--- config.mk ---
export PLATFORM = sky130hd
export DESIGN_NAME = trimmed_mean_sample_filter_top
export DESIGN_NICKNAME = d
export VERILOG_FILES = /design/src/design/tmsf_pkg.sv /design/src/design/tmsf_rank.sv /design/src/design/trimmed_mean_sample_filter_top.sv
export VERILOG_INCLUDE_DIRS = /design/src /design/src/design
export SDC_FILE = /design/constraint.sdc
export NUM_CORES = 1
export LEC_CHECK = 0
export BUFFER_PORTS_ARGS = -buffer_cell sky130_fd_sc_hd__buf_4
export CAP_MARGIN = 20
export CORE_MARGIN = 1.5
export CORE_UTILIZATION = 60
export DETAILED_ROUTE_END_ITERATION = 10
export PLACE_DENSITY = 0.84
export SLEW_MARGIN = 5
export SYNTH_ARGS = -nofsm -noshare
export SYNTH_HDL_FRONTEND = slang
export SYNTH_SLANG_ARGS = --single-unit
--- constraint.sdc ---
create_clock -name clock -period 5 [get_ports clock]
set_clock_uncertainty 0.15 [all_clocks]
set_input_delay 0 -clock clock [delete_from_list [all_inputs] [get_ports clock]]
set_output_delay 0 -clock clock [all_outputs]
set_load 0.005 [all_outputs]
--- src/design/assert_macros.svh ---
// Assertion macros for the filter RTL.
// Depends on nothing; files that check their logic include it by name.
`ifndef ASSERT_MACROS_SVH
`define ASSERT_MACROS_SVH

// Check an implication on every rising clock edge outside reset.
`define ASSERT_CLK(label, prop, msg) \
   label: assert property (@(posedge clock) disable iff (reset) prop) else $error(msg);

// Check that a condition never holds outside reset.
`define ASSERT_NEVER(label, cond, msg) \
   label: assert property (@(posedge clock) disable iff (reset) !(cond)) else $error(msg);

`endif

--- src/design/tmsf_pkg.sv ---
// Constants, types and the control/status structs of the trimmed-mean filter.
// Used by tmsf_rank and trimmed_mean_sample_filter_top; depends on nothing.
package tmsf_pkg;

   localparam int WINDOW      = 16;
   localparam int TRIM_LOW    = 4;
   localparam int TRIM_HIGH   = 11;
   localparam int SAMPLE_BITS = 16;

   localparam int DATA_W = 16;
   localparam int IDX_W  = $clog2(WINDOW);

   // Upper rank clamped to the window, and the count of kept ranks
   localparam int TRIM_HI_CLAMP = (TRIM_HIGH > WINDOW - 1) ? WINDOW - 1 : TRIM_HIGH;
   localparam bit TRIM_EMPTY    = (TRIM_LOW > TRIM_HI_CLAMP);
   localparam int TRIM_COUNT    = TRIM_EMPTY ? 1 : TRIM_HI_CLAMP - TRIM_LOW + 1;
   localparam int SUM_W         = DATA_W + IDX_W + 1;

   typedef logic [DATA_W-1:0] sample_type;
   typedef logic [IDX_W-1:0]  idx_type;
   typedef logic [SUM_W-1:0]  sum_type;

   localparam sample_type SAMPLE_MASK = DATA_W'((64'd1 << SAMPLE_BITS) - 64'd1);
   localparam idx_type    IDX_LAST    = IDX_W'(WINDOW - 1);

   // Control from the top level into the ranking engine
   typedef struct packed {
      logic start;     // last sample of a window written this beat
      logic out_free;  // result register can load this cycle
   } rank_ctl_type;

   // Status from the ranking engine back to the top level
   typedef struct packed {
      logic       idle;    // engine free; window memory may be written
      logic       done;    // result valid and taken this cycle
      sample_type result;  // trimmed mean of the ranked window
   } rank_sts_type;

endpackage

--- src/design/tmsf_rank.sv ---
// Window memory and ranking engine of the trimmed-mean filter.
// Depends on tmsf_pkg; ranks each entry by a full scan of the memory.
module tmsf_rank (
   input  logic                  clock,
   input  logic                  reset,
   input  logic                  wr_en,
   input  tmsf_pkg::idx_type     wr_addr,
   input  tmsf_pkg::sample_type  wr_data,
   input  tmsf_pkg::rank_ctl_type ctl,
   output tmsf_pkg::rank_sts_type sts
);
   import tmsf_pkg::*;

   typedef enum logic [2:0] {S_IDLE, S_FETCH, S_HOLD, S_SCAN, S_DONE} state_type;

   state_type  state_ff;
   idx_type    i_ff;
   idx_type    j_ff;
   idx_type    count_ff;
   sample_type pivot_ff;
   sum_type    sum_ff;
   sample_type rd_data_ff;
   sample_type mem [WINDOW];

   idx_type    rd_addr;
   logic       less_now;
   idx_type    rank_now;
   logic       keep_now;

   // Pick the read address: pivot, first entry, or next scanned entry
   always_comb begin
      unique case (state_ff)
         S_FETCH: rd_addr = i_ff;
         S_SCAN:  rd_addr = j_ff + idx_type'(1);
         default: rd_addr = '0;
      endcase
   end

   // Window memory, one write and one registered read per cycle
   always_ff @(posedge clock) begin
      if (wr_en) begin
         mem[wr_addr] <= wr_data;
      end
      rd_data_ff <= mem[rd_addr];
   end

   // Stable rank: smaller entries, plus equal entries that came earlier
   assign less_now = (rd_data_ff < pivot_ff) || ((rd_data_ff == pivot_ff) && (j_ff < i_ff));
   assign rank_now = count_ff + idx_type'(less_now);
   assign keep_now = (int'(rank_now) >= TRIM_LOW) && (int'(rank_now) <= TRIM_HI_CLAMP);

   // Sequence the scan: one pivot per outer pass, one entry per cycle
   always_ff @(posedge clock) begin
      if (reset) begin
         state_ff <= S_IDLE;
      end else begin
         unique case (state_ff)
            S_IDLE: begin
               if (ctl.start) begin
                  i_ff     <= '0;
                  sum_ff   <= '0;
                  state_ff <= S_FETCH;
               end
            end
            S_FETCH: begin
               state_ff <= S_HOLD;
            end
            S_HOLD: begin
               pivot_ff <= rd_data_ff;
               j_ff     <= '0;
               count_ff <= '0;
               state_ff <= S_SCAN;
            end
            S_SCAN: begin
               if (j_ff == IDX_LAST) begin
                  if (keep_now) begin
                     sum_ff <= sum_ff + SUM_W'(pivot_ff);
                  end
                  if (i_ff == IDX_LAST) begin
                     state_ff <= S_DONE;
                  end else begin
                     i_ff     <= i_ff + idx_type'(1);
                     state_ff <= S_FETCH;
                  end
               end else begin
                  count_ff <= rank_now;
                  j_ff     <= j_ff + idx_type'(1);
               end
            end
            S_DONE: begin
               if (ctl.out_free) begin
                  state_ff <= S_IDLE;
               end
            end
            default: begin
               state_ff <= S_IDLE;
            end
         endcase
      end
   end

   // Report status and the truncated mean of the kept ranks
   always_comb begin
      sts.idle   = (state_ff == S_IDLE);
      sts.done   = (state_ff == S_DONE) && ctl.out_free;
      sts.result = TRIM_EMPTY ? '0 : DATA_W'(sum_ff / SUM_W'(TRIM_COUNT));
   end

endmodule

--- src/design/trimmed_mean_sample_filter_top.sv ---
// Trimmed-mean sample filter. Each sample beat is written into a 16-entry
// window memory. The sixteenth sample of a window starts the ranking engine,
// which scans the whole memory through its single read port once for each
// entry, then hands the result to the output register. No sample is taken
// during that scan or until the result is handed over. The result register
// lets the next window start filling while a result still waits on
// rsp_tready. Windows do not overlap; no result comes before a window is
// full.
// Depends on tmsf_pkg, tmsf_rank and assert_macros.svh.
`include "assert_macros.svh"

module trimmed_mean_sample_filter_top (
   input  logic        clock,
   input  logic        reset,
   input  logic        req_tvalid,
   output logic        req_tready,
   input  logic [15:0] req_tdata,   // [15:0] sample_value
   output logic        rsp_tvalid,
   input  logic        rsp_tready,
   output logic [15:0] rsp_tdata    // [15:0] filtered_value
);
   import tmsf_pkg::*;

   idx_type      fill_ff;
   idx_type      fill_in;
   logic         rsp_valid_ff;
   logic         rsp_valid_in;
   sample_type   rsp_data_ff;
   logic         req_beat;
   rank_ctl_type ctl;
   rank_sts_type sts;

   // Take samples only while the engine does not read the window
   assign req_tready = sts.idle;
   assign req_beat   = req_tvalid && req_tready;

   assign ctl.start    = req_beat && (fill_ff == IDX_LAST);
   assign ctl.out_free = !rsp_valid_ff || rsp_tready;

   tmsf_rank u_rank (
      .clock   (clock),
      .reset   (reset),
      .wr_en   (req_beat),
      .wr_addr (fill_ff),
      .wr_data (req_tdata & SAMPLE_MASK),
      .ctl     (ctl),
      .sts     (sts)
   );

   // Advance the fill position, wrap after the last slot
   always_comb begin
      fill_in = fill_ff;
      if (req_beat) begin
         fill_in = (fill_ff == IDX_LAST) ? '0 : fill_ff + idx_type'(1);
      end
   end

   // Load the result register when the engine finishes, drop it when taken
   always_comb begin
      rsp_valid_in = rsp_valid_ff;
      if (sts.done) begin
         rsp_valid_in = 1'b1;
      end else if (rsp_tready) begin
         rsp_valid_in = 1'b0;
      end
   end

   always_ff @(posedge clock) begin
      if (reset) begin
         fill_ff      <= '0;
         rsp_valid_ff <= 1'b0;
      end else begin
         fill_ff      <= fill_in;
         rsp_valid_ff <= rsp_valid_in;
      end
   end

   always_ff @(posedge clock) begin
      if (sts.done) begin
         rsp_data_ff <= sts.result;
      end
   end

   assign rsp_tvalid = rsp_valid_ff;
   assign rsp_tdata  = rsp_data_ff;

   // A window completes only with the fill position back at slot zero
   `ASSERT_CLK(a_done_fill_zero, sts.done |-> (fill_ff == '0), "ranking ended mid-window")
   // The last sample of a window must take the engine out of idle
   `ASSERT_CLK(a_start_busy, ctl.start |=> !sts.idle, "engine did not start on a full window")
   // A result appears only after the engine hands one over
   `ASSERT_CLK(a_rsp_from_done, $rose(rsp_tvalid) |-> $past(sts.done), "result without ranking")
   // The engine never finishes into an occupied, stalled result register
   `ASSERT_NEVER(a_no_overwrite, sts.done && rsp_valid_ff && !rsp_tready, "result overwritten")

endmodule

Word-level counts from Yosys, hierarchy flattened

Memories as Yosys holds them, arrays and structs flattened. A register that Yosys moved wholly into a read port is not among the register bits.
Index checks and enable logic that the tools add are counted.

Bits in registers: 73
RAM bits: 256
Input port bits: 20
Output and inout port bits: 18
Word-level logic and storage cells: 74
Memories: 1

Memory list:

| memory     | words | width | rd ports | clocked after Yosys merged registers in | wr ports | RTL line        | text |
|---|---|---|---|---|---|---|---|
| u_rank.mem | 16    | 16    | 1        | 1                                       | 1        | tmsf_rank.sv:23 | `sample_type mem [WINDOW];` |

Add/sub/neg operators: 5
$lt $le $gt $ge: 4
Equal/unequal tests: 14
Multiplexer cells: 23
Bitwise gates (word level): 1
Reductions and logical operators: 17

Operators by type and width:

| kind                                                 | number |
|---|---|
| 2-to-1 mux 21 bit                                    | 3 |
| one-hot mux 21 bit (2 select lines)                  | 1 |
| one-hot mux 4 bit (2 select lines)                   | 4 |
| 2-to-1 mux 4 bit                                     | 6 |
| adder 21 x 16 -> 21 bit                              | 1 |
| == test 16 bit                                       | 1 |
| < comparator 16 bit                                  | 1 |
| one-hot mux 3 bit (5 select lines)                   | 1 |
| adder 4 x 1 -> 4 bit (second input constant)         | 3 |
| == test 4 bit (second input constant)                | 3 |
| 2-to-1 mux 3 bit                                     | 4 |
| AND reduction 5 bit                                  | 2 |
| != test 2 x 1 -> 1 bit (second input constant)       | 4 |
| == test 3 x 2 -> 1 bit (second input constant)       | 2 |
| AND reduction 3 bit                                  | 2 |
| nonzero test 2 bit                                   | 3 |
| logical AND 1 bit                                    | 5 |
| adder 4 x 1 -> 4 bit                                 | 1 |
| >= comparator 4 x 3 -> 1 bit (second input constant) | 1 |
| <= comparator 4 bit (second input constant)          | 1 |
| < comparator 4 bit                                   | 1 |
| 2-to-1 mux 1 bit                                     | 4 |
| != test 2 bit (second input constant)                | 2 |
| == test 3 x 1 -> 1 bit (second input constant)       | 1 |
| 6 further kinds                                      | 7 |

Longest topological paths before layout

Gate-level depths: netlist of run 1.

Depth after elaboration: 9
Mapped depth: 14
Gate-level depth less buffers: 14

Cells and area by module

From an unflattened synthesis of run 1, not the netlist that was laid out.

Cells, all modules: 1108
Area total of the unflattened synthesis: 14700.3 um^2

By module, submodules not included:

| module                         | times used | cells each | area each (um^2) | sequential area each (um^2) |
|---|---|---|---|---|
| tmsf_rank                      | 1          | 1064       | 13997.2          | 9479.1 |
| trimmed_mean_sample_filter_top | 1          | 44         | 703.2            | 580.6 |

Worst setup path after synthesis of run 1

No wires, ideal clock.

Kind: reg2reg
From: reg u_rank.pivot_ff[15]
To: reg u_rank.sum_ff[0] (enable)
Library setup time: 419 ps
Arrival time: 3539 ps
Required time: 4431 ps
Setup slack: 892 ps
Cell stages (with the launch flop): 15
Path buffers: 0
Clock period less this slack: 4108 ps
Cell sequence: edfxtp_1 inv_1 ha_1 nand3_1 nor3_1 and4_1 o21ai_0 o2111ai_1 o21ai_0 ha_1 ha_1 xor2_1 xnor2_1 a21oi_1 nor3_1

Longest elaborated chain between the ends: 8
Elaborated cells on any way between the ends: 10
Those cells by class: add/sub (1); order compare (3); eq/ne (2); reduce/logical (4)

Ends and longest elaborated chain:

| item                                                                       | RTL line        | text |
|---|---|---|
| from (decl)                                                                | tmsf_rank.sv:20 | `sample_type pivot_ff;` |
| from (signal assigned)                                                     | tmsf_rank.sv:69 | `pivot_ff <= rd_data_ff;` |
| branches (longest 2 deep; another with < comparator 16 bit)                | -               |  |
| logical OR 1 bit (*)                                                       | tmsf_rank.sv:48 | `assign less_now = (rd_data_ff < pivot_ff) \|\| ((rd_data_ff == pivot_ff) && (j_ff < i_ff));` |
| adder 4 x 1 -> 4 bit (*)                                                   | tmsf_rank.sv:49 | `assign rank_now = count_ff + idx_type'(less_now);` |
| >= comparator 4 x 3 -> 1 bit / <= comparator 4 bit (equally long branches) | tmsf_rank.sv:50 | `assign keep_now = (int'(rank_now) >= TRIM_LOW) && (int'(rank_now) <= TRIM_HI_CLAMP);` |
| logical AND 1 bit (*)                                                      | tmsf_rank.sv:50 |  |
| != test 2 x 1 -> 1 bit (no source line) (*)                                | -               |  |
| AND reduction 5 bit (no source line) (*)                                   | -               |  |
| to (signal assigned)                                                       | tmsf_rank.sv:77 | `sum_ff <= sum_ff + SUM_W'(pivot_ff);` |
| to (decl)                                                                  | tmsf_rank.sv:21 | `sum_type sum_ff;` |

Mark *: on every way between the ends.
A chain may end at the register's enable or synchronous reset.

Final worst setup path of run 1

From: reg u_rank.pivot_ff[15]
To: reg u_rank.sum_ff[10] (enable)

Same word-level chain as after synthesis.

==> flow_summary_export.csv, run 1 <==
group,metric,value,unit
grt,grt_max_degree,74,
critical_path,cp-end-kind,"flop",
timing,max_freq,0.298,GHz
logic_synthesis,synth-async-reset-ratio,0,
place,placed_area,15600,um2
place,hpwl,17.8,mm
die,coreArea,24300,um2
critical_path,slowest_delay,370,ps
pwr,leakagePower,5.59,nW
critical_path,crit_path_max_fanout,19,
timing,max_slew_margin,0.281,
detailed_routing,via_per_inst,5.90,
critical_path,worstPathCellList,"inv_1 -> ha_1 -> nand3_1 -> nor3_1 -> and4_1 -> o21ai_0 -> o2111ai_1 -> o21ai_0 -> ha_1 -> ha_1 -> xor2_1 -> xnor2_1 -> a21oi_1 -> nor3_2 -> buf_4",
job,max_cap_violations,0,
detailed_routing,drtAntennaViolNets,0,
detailed_routing,vias,8068,
detailed_routing,drtPass1Iterations,5,
place,io_buffers,37,
critical_path,crit_start,"u_rank.pivot_ff[15]",
finish,areaGrowthSynthToFinish,13.6,%
clock_network,clockBufferDepth,3,
clock_network,cts_setup_buffers,0,
clock_network,h-tree-depth,2,
clock_network,cts_tree,"yes",
outcome,status,"completed",
detailed_routing,dr_wl_met3,1.33,mm
detailed_routing,highest_layer,"met4",
grt,grt_pass1_wl,45.3,mm
logic_synthesis,yosysWarnings,0,
logic_synthesis,synth.most_common_cell,"edfxtp_1",
critical_path,timing.rr.start,"u_rank.pivot_ff[15]",
die,start_util,0.612,
finish,final_core_util,0.695,
logic_synthesis,syn_nets,997,
timing,final.setup.tns,0,ps
logic_synthesis,synth_edf_count,319,
pwr,power.density,357,nW/um2
logic_synthesis,yosysTopAreaCellShare,0.644,
place,routabilityCongestion,0.859,
logic_synthesis,netlist_instances,933,
pwr,switching_share,0.206,
clock_network,cts_buffers,35,
clock_network,root_buffer,"clkbuf_16",
finish,nNetsFinal,1085,
logic_synthesis,netlist-cell-type-count,48,
logic_synthesis,synthTopCellsByCount,"edfxtp_1 (319), mux2i_1 (243), nor2_1 (53), ha_1 (43), inv_1 (29)",
finish,antenna_cells,0,
die,die_y,160,um
logic_synthesis,netlist_area,14900,um2
logic_synthesis,syn_area_per_cell,15.9,um2
logic_synthesis,ys_seq_area_frac,0.676,
die,die-area,25700,um2
timing,hold_violations,0,
grt,grt_use_total,0.231,
detailed_routing,detailedRoute.firstIterationViolations,667,
clock_network,clk_latency,510,ps
clock_network,cts_resized,0,
pwr,p_int,4.79,mW
timing,worst_pin_slew,1080,ps
pwr,p_comb_frac,0.047,
detailed_routing,route.met2.wl,14.5,mm
finish,stdcell_area,16900,um2
min_path,min_from,"req_tdata[2]",
detailed_routing,routed_wl,29.1,mm
timing,slew_violations,0,
critical_path,slowest_stage,"edfxtp_1",
clock_network,clk_pin_slew,60,ps
clock_network,clkSinkCount,343,
die,boundaryPins,38,
critical_path,crit_arrival,3390,ps
detailed_routing,drcViolationCount,0,
logic_synthesis,yosysTopAreaCell,"edfxtp_1",
die,die_w,160,um
min_path,min-delay-path-class,"primary input to flop",
critical_path,worstSetupPathType,"flop to flop",
finish,drive_above_1_share,0.132,
timing,finalCriticalPeriod,3350,ps
detailed_routing,drt-met1-wl,12.3,mm
grt,overflow,0,
critical_path,crit_required,5040,ps
critical_path,cpMostUsedCell,"ha_1",
pwr,pwr-share-clk,0.412,
logic_synthesis,ys_ff_latch,343,
grt,grt_pass1_vias,8232,
die,num_rows,57,
timing,grt_setup_unrepaired,"false",
critical_path,cp-start-kind,"flop",
detailed_routing,wl_per_cell,21.3,um
logic_synthesis,synthFlopType,"edfxtp_1",
pwr,p_sw,1.24,mW
pwr,ir_drop,0.312,mV
pwr,finalPower,6.03,mW
grt,grt_antenna_before_repair,0,
timing,finalCritPeriodShare,0.671,
logic_synthesis,synthTopCellsByArea,"edfxtp_1 (64%), mux2i_1 (16%), ha_1 (3.6%), dfxtp_1 (3.2%), buf_6 (1.7%)",
timing,setup_viol,0,
pwr,seq_power_share,0.541,
worst max-delay path, delay by kind of cell, from the launching register on:
kind            cells  cell delay, ps
simple gates        4             680
buf+inv             2             330
fa+ha+maj           3             730
flops               1             370
xor+xnor            2             330
compound gates      4             430
final timing paths:
check                  endpoint  slack (ps)  cells after the start
max           u_rank.sum_ff[10]        1650                     15
min            u_rank.mem[2][2]         170                      2
max reg2reg   u_rank.sum_ff[10]        1650                     15
min reg2reg  u_rank.pivot_ff[8]         290                      0
timing repair:
| action | 4_1_cts | 5_1_grt |
|---|---|---|
| hold buffers | 20 | 0 |
| endpoints found under the hold margin | 303 | 0 |
| endpoints found under the setup margin | 0 | 0 |
routing by layer:
layer  vias to the layer above  GRT usage
li1                       3734          -
met1                      4061      0.291
met2                       207      0.402
met3                        66     0.0408
met4                         0     0.0833
met5                         -          0
cells by family (layout without fill, tap and decap cells):
kind of cell | Yosys count | in the layout | synth area share
multiplexers | 243 | 243 | 0.164
AND/OR/NAND/NOR | 137 | 137 | 0.0453
adder cells (fa/ha/maj) | 44 | 44 | 0.0375
AO/OA/AOI/OAI | 81 | 81 | 0.0364
flip-flops | 343 | 343 | 0.676
buffers and inverters | 65 | 176 | 0.0290
XOR/XNOR | 20 | 20 | 0.0118
cells in the final DEF, fill, tap and decap left out, types with 11 or more instances in the layout:
master / instances
edfxtp_1: 319
mux2i_1: 243
buf_4: 58
ha_1: 43
nor2_1: 42
clkbuf_16: 35
inv_1: 29
dfxtp_1: 24
nand2_1: 23
a21oi_1: 22
dlygate4sd3_1: 20
o21ai_0: 16
clkbuf_1: 13
nor3_1: 12
xnor2_1: 12
nor2_2: 11
registers in the layout, indices dropped and copies added (netlist names):
name,flops
rsp_tvalid,1
u_rank.pivot_ff,16
rsp_tdata,16
u_rank.state_ff,3
u_rank.i_ff,4
u_rank.rd_data_ff,16
u_rank.sum_ff,19
u_rank.mem,256
u_rank.count_ff,4
u_rank.j_ff,4
fill_ff,4
power groups by stage:
stage	Clock, mW	Sequential, mW	Combinational (mW)
global route	2.63	3.27	0.313
CTS	2.51	3.26	0.281
finish	2.49	3.26	0.281
floorplan	0	3.30	0.154
detailed placement	0	3.32	0.262
global placement	0	3.32	0.247
final cells by class:
class / instances / area [um2]
Clock buffer: 48 / 925
Inverter: 29 / 109
Sequential cell: 343 / 10100
Tap cell: 324 / 405
Timing Repair Buffer: 87 / 791
Fill cell: 1517 / 7430
Clock inverter: 12 / 155
Multi-Input combinational cell: 525 / 4450
through the flow:
step	cells	setup slack (ps)	hold slack [ps]
global route	1368	1350	183
detailed placement	1285	1620	146
finish	1368	1650	172
floorplan	933	892	-51.1
CTS	1365	1620	159
global placement	1280	1760	135
No activity file was read; power rests on OpenSTA's default activity.
==> run 2: changes to the inputs <==
- CORE_UTILIZATION: 60 -> 56
- PLACE_DENSITY: 0.84 -> 0.83
- clock period: 5 -> 2.9 ns (I/O delays scaled with it)
==> run 2 against run 1 <==
- the flow now finishes with violations (setup timing)
- hold slack lost 17 ps
- critical endpoint is now u_rank.sum_ff[16]
- non-clock buffer count grew 50
- clock power grew 96%
- cell count grew 4.9%
- first-iteration DRC count grew 6.3%
- sequential power grew 72%
==> flow_summary_export.csv, run 2 (synthesis results as in run 1) <==
group,metric,value,unit
pwr,switching_share,0.208,
pwr,finalPower,11.0,mW
finish,multi_input_area,4530,um2
timing,grt_setup_unrepaired,"true",
clock_network,clkSinkCount,343,
finish,areaGrowthSynthToFinish,18.3,%
pwr,p_int,8.74,mW
detailed_routing,routed_wl,30.6,mm
grt,grt_max_degree,38,
clock_network,root_buffer,"clkbuf_16",
pwr,p_sw,2.30,mW
critical_path,crit_arrival,3390,ps
pwr,power.density,627,nW/um2
pwr,ir_drop,0.620,mV
critical_path,cp-start-kind,"flop",
pwr,p_comb_frac,0.049,
critical_path,reg2reg_depth,15,
critical_path,path_depth,15,
finish,num-fill-cells,1731,
grt,grt_use_total,0.224,
place,routabilityCongestion,0.830,
pwr,seq_power_share,0.509,
finish,final_common_cell,"edfxtp_1",
die,die_w,166,um
clock_network,clk_pin_slew,60,ps
detailed_routing,via_per_inst,5.81,
timing,finalCriticalPeriod,3310,ps
job,max_cap_violations,0,
finish,final_cell_mix,"edfxtp_1 (319), mux2i_1 (243), buf_4 (108)",
timing,worst_pin_slew,819,ps
clock_network,clockBufferDepth,3,
finish,reg_top3,"u_rank.mem (256), u_rank.sum_ff (19)",
min_path,hold_depth,2,
clock_network,cts_tree,"yes",
die,die-area,27500,um2
timing,max_slew_margin,0.453,
detailed_routing,drtPass1Iterations,5,
timing,max_freq,0.302,GHz
place,io_buffers,37,
finish,ff_latch_area,10100,um2
grt,grt_antenna_before_repair,0,
finish,drive_above_1_share,0.193,
timing,setup_viol,19,
die,die_y,166,um
detailed_routing,wl_per_cell,21.3,um
grt,grt_pass1_wl,47.5,mm
critical_path,cp-end-kind,"flop",
critical_path,crit_required,2980,ps
finish,stdcell_area,17600,um2
detailed_routing,drtAntennaViolNets,0,
die,start_util,0.571,
clock_network,cts_buffers,36,
critical_path,slowest_delay,350,ps
outcome,status,"finished with violations",
finish,final_cells,1435,
timing,final.setup.tns,-7700,ps
detailed_routing,drcViolationCount,0,
critical_path,crit_path_max_fanout,19,
critical_path,slowest_stage,"edfxtp_1",
pwr,pwr-share-clk,0.442,
detailed_routing,dr_wl_met3,1.61,mm
critical_path,worstPathCellList,"inv_1 -> ha_4 -> nand3_2 -> nor3_2 -> and4_1 -> o21ai_1 -> o2111ai_1 -> o21ai_1 -> ha_2 -> ha_4 -> xor2_1 -> xnor2_1 -> a21oi_2 -> nor3_4 -> buf_12",
timing,worst_slack,-407,ps
die,coreArea,26100,um2
finish,top_register,"u_rank.mem",
detailed_routing,route.met2.wl,15.6,mm
min_path,min-delay-path-class,"primary input to flop",
place,placed_area,16000,um2
finish,final_core_util,0.675,
grt,overflow,0,
critical_path,worstSetupPathType,"flop to flop",
finish,antenna_cells,0,
pwr,leakagePower,5.96,nW
critical_path,crit_family,"simple AND/OR/NAND/NOR gates",
timing,slew_violations,0,
die,boundaryPins,38,
die,num_rows,59,
timing,hold_violations,0,
detailed_routing,highest_layer,"met4",
detailed_routing,detailedRoute.firstIterationViolations,709,
finish,nNetsFinal,1136,
detailed_routing,drt-met1-wl,12.6,mm
place,post-place-cells,1348,
place,hpwl,18.4,mm
detailed_routing,vias,8332,
finish,largest_reg_flops,256,
clock_network,h-tree-depth,2,
critical_path,cp_num_buf_inv,2,
clock_network,clk_latency,530,ps
timing,finalCritPeriodShare,1.14,
outcome,violations,"setup timing",
grt,grt_pass1_vias,8668,
==> run 2: area by class of cell <==
class / count / share of cell area
multi-input combinational: 525 / 0.258
clock inverter: 19 / 0.0144
timing repair buffer: 137 / 0.0677
tap: 335 / 0.0238
sequential: 343 / 0.572
inverter: 29 / 0.00619
clock buffer: 47 / 0.0583
==> run 2: power groups by stage <==
stage / clock [mW] / combinational (mW) / sequential, mW
floorplan: 0 / 0.272 / 5.69
global placement: 0 / 0.454 / 5.70
detailed placement: 0 / 0.480 / 5.71
CTS: 4.94 / 0.526 / 5.62
global route: 5.13 / 0.587 / 5.63
finish: 4.88 / 0.539 / 5.62
==> run 2: timing repair <==
item                                    4_1_cts  5_1_grt
endpoints found under the hold margin       303        0
resized for setup                             7        0
hold buffers                                 20        0
endpoints found under the setup margin       19       20
pin swaps                                     0        1
buffers inserted                              0        1
==> run 2: worst paths after layout <==
check | from | to | slack (ps)
max | u_rank.pivot_ff[15] | u_rank.sum_ff[16] | -410
min | req_tdata[14] | u_rank.mem[14][14] | 150
max reg2reg | u_rank.pivot_ff[15] | u_rank.sum_ff[16] | -410
min reg2reg | u_rank.rd_data_ff[0] | u_rank.pivot_ff[0] | 280
==> run 2: metal layers <==
metal  GRT usage  up-vias
met3      0.0336       69
met5           0        -
met1       0.281     4150
met2       0.397      268
li1            -     3845
met4      0.0807        0
==> run 2: per-stage QoR <==
step	setup slack (ps)	hold WS, ps
floorplan	-332	-51.1
global placement	-257	136
detailed placement	-411	144
CTS	-331	135
global route	-528	160
finish	-407	155
